`src/rtl/core/assert_macros.svh`:
```
// Assertion macros for the smoothing core.
// Synthesis builds see empty bodies.
`ifndef ASSERT_MACROS_SVH
`define ASSERT_MACROS_SVH
`ifndef SYNTHESIS
`define ASSERT_IMPL(lbl, prop) \
  lbl: assert property (@(posedge clk_i) disable iff (!rst_ni) (prop)) \
    else $error("assertion failed");
`define ASSERT_NEVER(lbl, prop) \
  lbl: assert property (@(posedge clk_i) disable iff (!rst_ni) !(prop)) \
    else $error("assertion failed");
`else
`define ASSERT_IMPL(lbl, prop)
`define ASSERT_NEVER(lbl, prop)
`endif
`endif

```
`src/rtl/core/abse_pkg.sv`:
```
// Shared types and constants for the adaptive box smoothing core.
// No dependencies.
package abse_pkg;
  localparam int unsigned MaxWidth  = 256;
  localparam int unsigned MaxHeight = 256;
  localparam int unsigned XW = $clog2(MaxWidth);
  localparam int unsigned YW = $clog2(MaxHeight);
  localparam int unsigned AW = XW + YW;

  localparam logic OpLoad  = 1'b0;
  localparam logic OpQuery = 1'b1;

  localparam logic [1:0] RegMinTotal = 2'd0;
  localparam logic [1:0] RegMinExpo  = 2'd1;
  localparam logic [1:0] RegWidth    = 2'd2;
  localparam logic [1:0] RegHeight   = 2'd3;

  localparam logic [1:0] StOk   = 2'd0;
  localparam logic [1:0] StMask = 2'd1;
  localparam logic [1:0] StNpos = 2'd2;
  localparam logic [1:0] StSat  = 2'd3;

  // controller -> datapath
  typedef struct packed {
    logic load;      // write pixel pair
    logic setup;     // latch query center
    logic rd;        // issue read at cursor
    logic acc;       // accumulate read data
    logic ring;      // open next ring
    logic step;      // advance cursor
    logic div_start;
    logic div_step;
  } abse_cmd_t;

  // datapath -> controller
  typedef struct packed {
    logic masked;
    logic done_grow;  // threshold met or full coverage
    logic ring_last;  // cursor at last pixel of ring
    logic cur_valid;  // cursor pixel inside image
    logic div_last;
  } abse_sts_t;
endpackage

```
`src/rtl/core/abse_ctrl.sv`:
```
// Controller state machine for the smoothing core.
// Depends on abse_pkg.
module abse_ctrl (
  input  logic                clk_i,
  input  logic                rst_ni,
  input  logic                start_i,
  input  logic                opcode_i,
  output logic                busy_o,
  output logic                res_valid_o,
  output logic                masked_o,
  output abse_pkg::abse_cmd_t cmd_o,
  input  abse_pkg::abse_sts_t sts_i
);
  import abse_pkg::*;

  typedef enum logic [7:0] {
    S_IDLE  = 8'b0000_0001,
    S_CRD   = 8'b0000_0010,
    S_CCHK  = 8'b0000_0100,
    S_GROW  = 8'b0000_1000,
    S_WALK  = 8'b0001_0000,
    S_WACC  = 8'b0010_0000,
    S_DIV   = 8'b0100_0000,
    S_OUT   = 8'b1000_0000
  } state_e;

  state_e state_q, state_d;
  logic   mask_q, mask_d;

  always_comb begin
    state_d = state_q;
    mask_d = mask_q;
    cmd_o = '0;
    unique case (state_q)
      S_IDLE: begin
        if (start_i) begin
          if (opcode_i == OpLoad) cmd_o.load = 1'b1;
          else begin
            cmd_o.setup = 1'b1;
            state_d = S_CRD;
          end
        end
      end
      S_CRD: begin
        cmd_o.rd = 1'b1;
        state_d = S_CCHK;
      end
      S_CCHK: begin
        if (sts_i.masked) begin
          mask_d = 1'b1;
          state_d = S_OUT;
        end else begin
          cmd_o.acc = 1'b1;
          state_d = S_GROW;
        end
      end
      S_GROW: begin
        if (sts_i.done_grow) begin
          cmd_o.div_start = 1'b1;
          state_d = S_DIV;
        end else begin
          cmd_o.ring = 1'b1;
          state_d = S_WALK;
        end
      end
      S_WALK: begin
        // cursor on a ring pixel; read it if inside the image
        if (sts_i.cur_valid) begin
          cmd_o.rd = 1'b1;
          state_d = S_WACC;
        end else if (sts_i.ring_last) begin
          state_d = S_GROW;
        end else begin
          cmd_o.step = 1'b1;
        end
      end
      S_WACC: begin
        // read data back: add it, then move on
        cmd_o.acc = 1'b1;
        if (sts_i.ring_last) state_d = S_GROW;
        else begin
          cmd_o.step = 1'b1;
          state_d = S_WALK;
        end
      end
      S_DIV: begin
        cmd_o.div_step = 1'b1;
        if (sts_i.div_last) state_d = S_OUT;
      end
      S_OUT: begin
        mask_d = 1'b0;
        state_d = S_IDLE;
      end
      default: state_d = S_IDLE;
    endcase
  end

  always_ff @(posedge clk_i or negedge rst_ni) begin
    if (!rst_ni) begin
      state_q <= S_IDLE; mask_q <= 1'b0;
    end else begin
      state_q <= state_d;
      mask_q <= mask_d;
    end
  end

  assign busy_o = (state_q != S_IDLE);
  assign res_valid_o = (state_q == S_OUT);
  assign masked_o = mask_q;
endmodule

```
`config.mk`:
```
export PLATFORM = sky130hd
export DESIGN_NAME = abse_ctrl
export DESIGN_NICKNAME = d
export VERILOG_FILES = /design/src/rtl/core/assert_macros.svh /design/src/rtl/core/abse_pkg.sv /design/src/rtl/core/abse_ctrl.sv
export SDC_FILE = /design/constraint.sdc
export NUM_CORES = 1
export LEC_CHECK = 0
export BUFFER_PORTS_ARGS = -buffer_cell sky130_fd_sc_hd__buf_2
export CAP_MARGIN = 15
export CORE_UTILIZATION = 40
export CTS_CLUSTER_SIZE = 25
export DETAILED_ROUTE_END_ITERATION = 8
export PLACE_DENSITY = 0.64
export RECOVER_POWER = 50
export SLEW_MARGIN = 0
export SYNTH_ARGS = -nofsm -noshare
export SYNTH_HDL_FRONTEND = slang
export SYNTH_SLANG_ARGS = --single-unit
```
`constraint.sdc`:
```
create_clock -name clk_i -period 2.8 [get_ports clk_i]
set_input_delay 0.42 -clock clk_i [delete_from_list [all_inputs] [get_ports clk_i]]
set_output_delay 0.42 -clock clk_i [all_outputs]
set_load 0.02 [all_outputs]
```
==> results.tsv <==
stage	metric	value	unit
clock_network	H-Tree Depth	1	
pwr	Clock Power Share	0.219	
setup_path	CP startpoint kind	flop	
detailed_routing	DRT Pass-1 Iters	4	
synth	area leader, netlist	dfrtp_1	
min_path	hold_sp	sts_i[3]	
detailed_routing	drt drc	0	
synth	top-area cell type share of the netlist area	0.3456	
grt	largest net degree at the start of global routing	10	
layout	n_diodes	0	
setup_path	Data arrival, critical path	1.78	ns
grt	Overflow after GRT	0	
synth	top post-synthesis cells by area	dfrtp_1 (35%), nor4_4 (7.3%), nor2_1 (6.5%)	
synth	Gate Count Post-Synth	55	
sta	max frequency	0.4535	GHz
synth	Synth Net Count	64	
sta	Sum Neg Setup Slack	0	ns
layout	fill count	120	
setup_path	Slowest-stage cell, CP	nor4_4	
setup_path	Reg2Reg Setup Slack	1.42	ns
layout	area grow syn2layout	24.62	%
detailed_routing	Antenna Nets Post-Route	0	
clock_network	post-cts resize count	0	
clock_network	clock latency on the worst-skew pair	0.26	ns
detailed_routing	DRT iter0 DRCs	5	
floorplanning	initial core utilization	0.4397	
clock_network	CTS sink count	9	
sta	Worst Max-Slew Pin Slew	0.4984	ns
pwr	PwrDens	646.0	nW/µm²
synth	number of synthesized register bits	9	
pwr	P_sw	0.0001788	W
layout	Cell Count, Final, Fillers Out	94	
outcome	outcome	finished, final reports clean	
layout	layout cells sized above 1	0.3924	
grt	first-pass GRT wire length	1.966	mm
synth	Mapped Area	579.3	µm²
job	max capacitance violation total	0	
sta	Final Cycle Share	0.7875	
clock_network	CTS Buffer Depth	2	
synth	register area share after synthesis	0.3909	
pwr	Comb pwr share	0.395	
placed_design	Buffers on Ports	19	
setup_path	CP Cell Sequence	nor4_4, nand3_1, nor3b_2, buf_2	
layout	Net count, final	89	
floorplanning	Die W	40.06	µm
detailed_routing	DR vias/cell	5.213	
clock_network	clk root buf	clkbuf_4	
min_path	hold depth	2	
setup_path	WP data required	2.38	ns
pwr	sequential share of power	0.386	
floorplanning	core area	1318	µm²
sta	RSZ-0062 raised after global routing	false	
sta	max-slew violations	0	
detailed_routing	total vias in the final route	490	
placed_design	RePlAce Congestion	0.7123	
pwr	Switching Share	0.3834	
grt	Total Routing Usage GR	0.1946	
placed_design	DP HPWL	885.4	µm
setup_path	FF-to-FF path depth	3	
min_path	Worst Hold Class	input port to flop	
sta	final hold violations	0	
sta	Final Skew	0.004623	ns
floorplanning	I/O Pins	20	
synth	fraction of registers with async set or reset after synthesis	1.000	
detailed_routing	WL final	1.148	mm
clock_network	Post-CTS Setup Inserts	0	
sta	fin crit period	2.205	ns
setup_path	RR Endpoint	state_q[7]$_DFFE_PN0P_	
synth	Post-synth EDFFs	0	
synth	Synth Warn #	0	
sta	number of setup violations in the final report	0	
clock_network	Worst-path clk slew	0.06	ns
setup_path	Reg-to-Reg Start	state_q[1]$_DFFE_PN0P_	
pwr	static leakage	0.3826	nW
setup_path	Buf/Inv on CP	1	
min_path	WHS Endpoint	state_q[4]$_DFFE_PN0P_	
floorplanning	num rows	13	
setup_path	Max FO, Critical Path	8	
grt	vias in the first global route	452	
clock_network	Num CTS Buffers	3	
synth	top_reg_cell synth	dfrtp_1	
floorplanning	DIE AREA	1604	µm²
synth	Yosys cell types	26	
setup_path	CP delay by family, top	simple AND/OR/NAND/NOR gates	
detailed_routing	routed wire length per instance	12.21	µm
pwr	peak supply drop	0.3250	mV
placed_design	Cells after DPL	89	
pwr	cell internal pwr	0.0002876	W
floorplanning	chip height	40.06	µm
sta	slew margin rel.	0.6678	
clock_network	CTS tree	built	
clock_network	CTS Hold Bufs	1	
setup_path	CP peak stage delay	0.49	ns
synth	syn_area_per_cell	10.53	µm²
setup_path	CP Capture Type	output port	
setup_path	CP Class	flop to output port	
grt	initial antenna violation count	0	
cells by family (layout without fill, tap and decap cells):
group / after synthesis / after routing / synth area share
AOI/OAI and AO/OA: 10 / 10 / 0.1814
xor gates and xnor gates: 1 / 1 / 0.01512
buffers and inverters: 4 / 28 / 0.02591
DFF: 9 / 9 / 0.3909
and+or+nand+nor: 31 / 31 / 0.3866
sequential cells by signal, summed over array words and instances (netlist names):
name	count
state_q	8
masked_o	1
area by class of cell:
class / instances / area [µm²] / area share
clock buffer: 4 / 26.28 / 0.03640
inverter: 4 / 15.01 / 0.02080
tap: 15 / 18.77 / 0.02600
multi-input combinational: 42 / 332.8 / 0.4610
sequential: 9 / 226.5 / 0.3137
timing repair buffer: 20 / 102.6 / 0.1421
synthesized netlist by cell type, drive strengths merged, types with 2 or more instances:
cell type and n:
nor2 10, dfrtp 8, nor2b 5, inv 4
nand3 4, and4b 3, nor3b 2, nor4 2
o211a 2, o22ai 2, o2bb2ai 2
per-stage QoR:
step           hold WS [ns]  total power (W)  area [µm²]  utilization  worst slack [ns]
3_3_place_gp         0.2827        0.0003708       693.2       0.5261            0.9238
3_5_place_dp         0.2814        0.0003710       693.2       0.5261            0.9254
4_1_cts              0.3458        0.0004766       729.5       0.5537            0.6281
2_1_floorplan        0.1244        0.0003195       579.3            -            0.9006
6_report             0.3530        0.0004664       721.9       0.5480            0.5951
5_1_grt              0.3587        0.0005058       721.9       0.5480            0.4452
power by group through the flow:
stage | Sequential, W | Clock [W] | Combinational, W
after floorplan | 0.000186 | 0 | 0.000134
after global placement | 0.000180 | 0 | 0.000191
after detailed placement | 0.000182 | 0 | 0.000189
after CTS | 0.000180 | 0.000105 | 0.000192
after global routing | 0.000185 | 0.000117 | 0.000204
final | 0.000180 | 0.000102 | 0.000184
cells in the final DEF, fill, tap and decap left out, types with 2 or more instances in the layout:
cell	netlist	final
buf_2	0	17
nor2_1	10	10
dfrtp_1	8	8
nor2b_1	5	5
nand3_1	3	4
inv_1	4	4
clkbuf_4	0	3
clkbuf_1	0	3
nor4_4	2	2
o22ai_1	2	2
o2bb2ai_2	2	2
o211a_1	2	2
worst max path at each step:
stage                                start       end  slack, ns  depth (start not counted)
floorplan           state_q[1]$_DFFE_PN0P_  cmd_o[4]       0.90                          3
global placement    state_q[7]$_DFFE_PN0P_  cmd_o[5]       0.92                          4
detailed placement  state_q[7]$_DFFE_PN0P_  cmd_o[7]       0.93                          4
CTS                 state_q[7]$_DFFE_PN0P_  cmd_o[7]       0.63                          4
global route        state_q[7]$_DFFE_PN0P_  cmd_o[7]       0.45                          4
finish              state_q[7]$_DFFE_PN0P_  cmd_o[7]       0.60                          4
layer usage:
metal / vias up / wire (µm) / global-route usage
met5: - / 0 / 0
met4: 0 / 16 / 0.1293
met3: 2 / 51 / 0.05000
met2: 16 / 511 / 0.2702
met1: 219 / 568 / 0.2621
li1: 253 / - / -
Power figures use the tool's default switching activity.
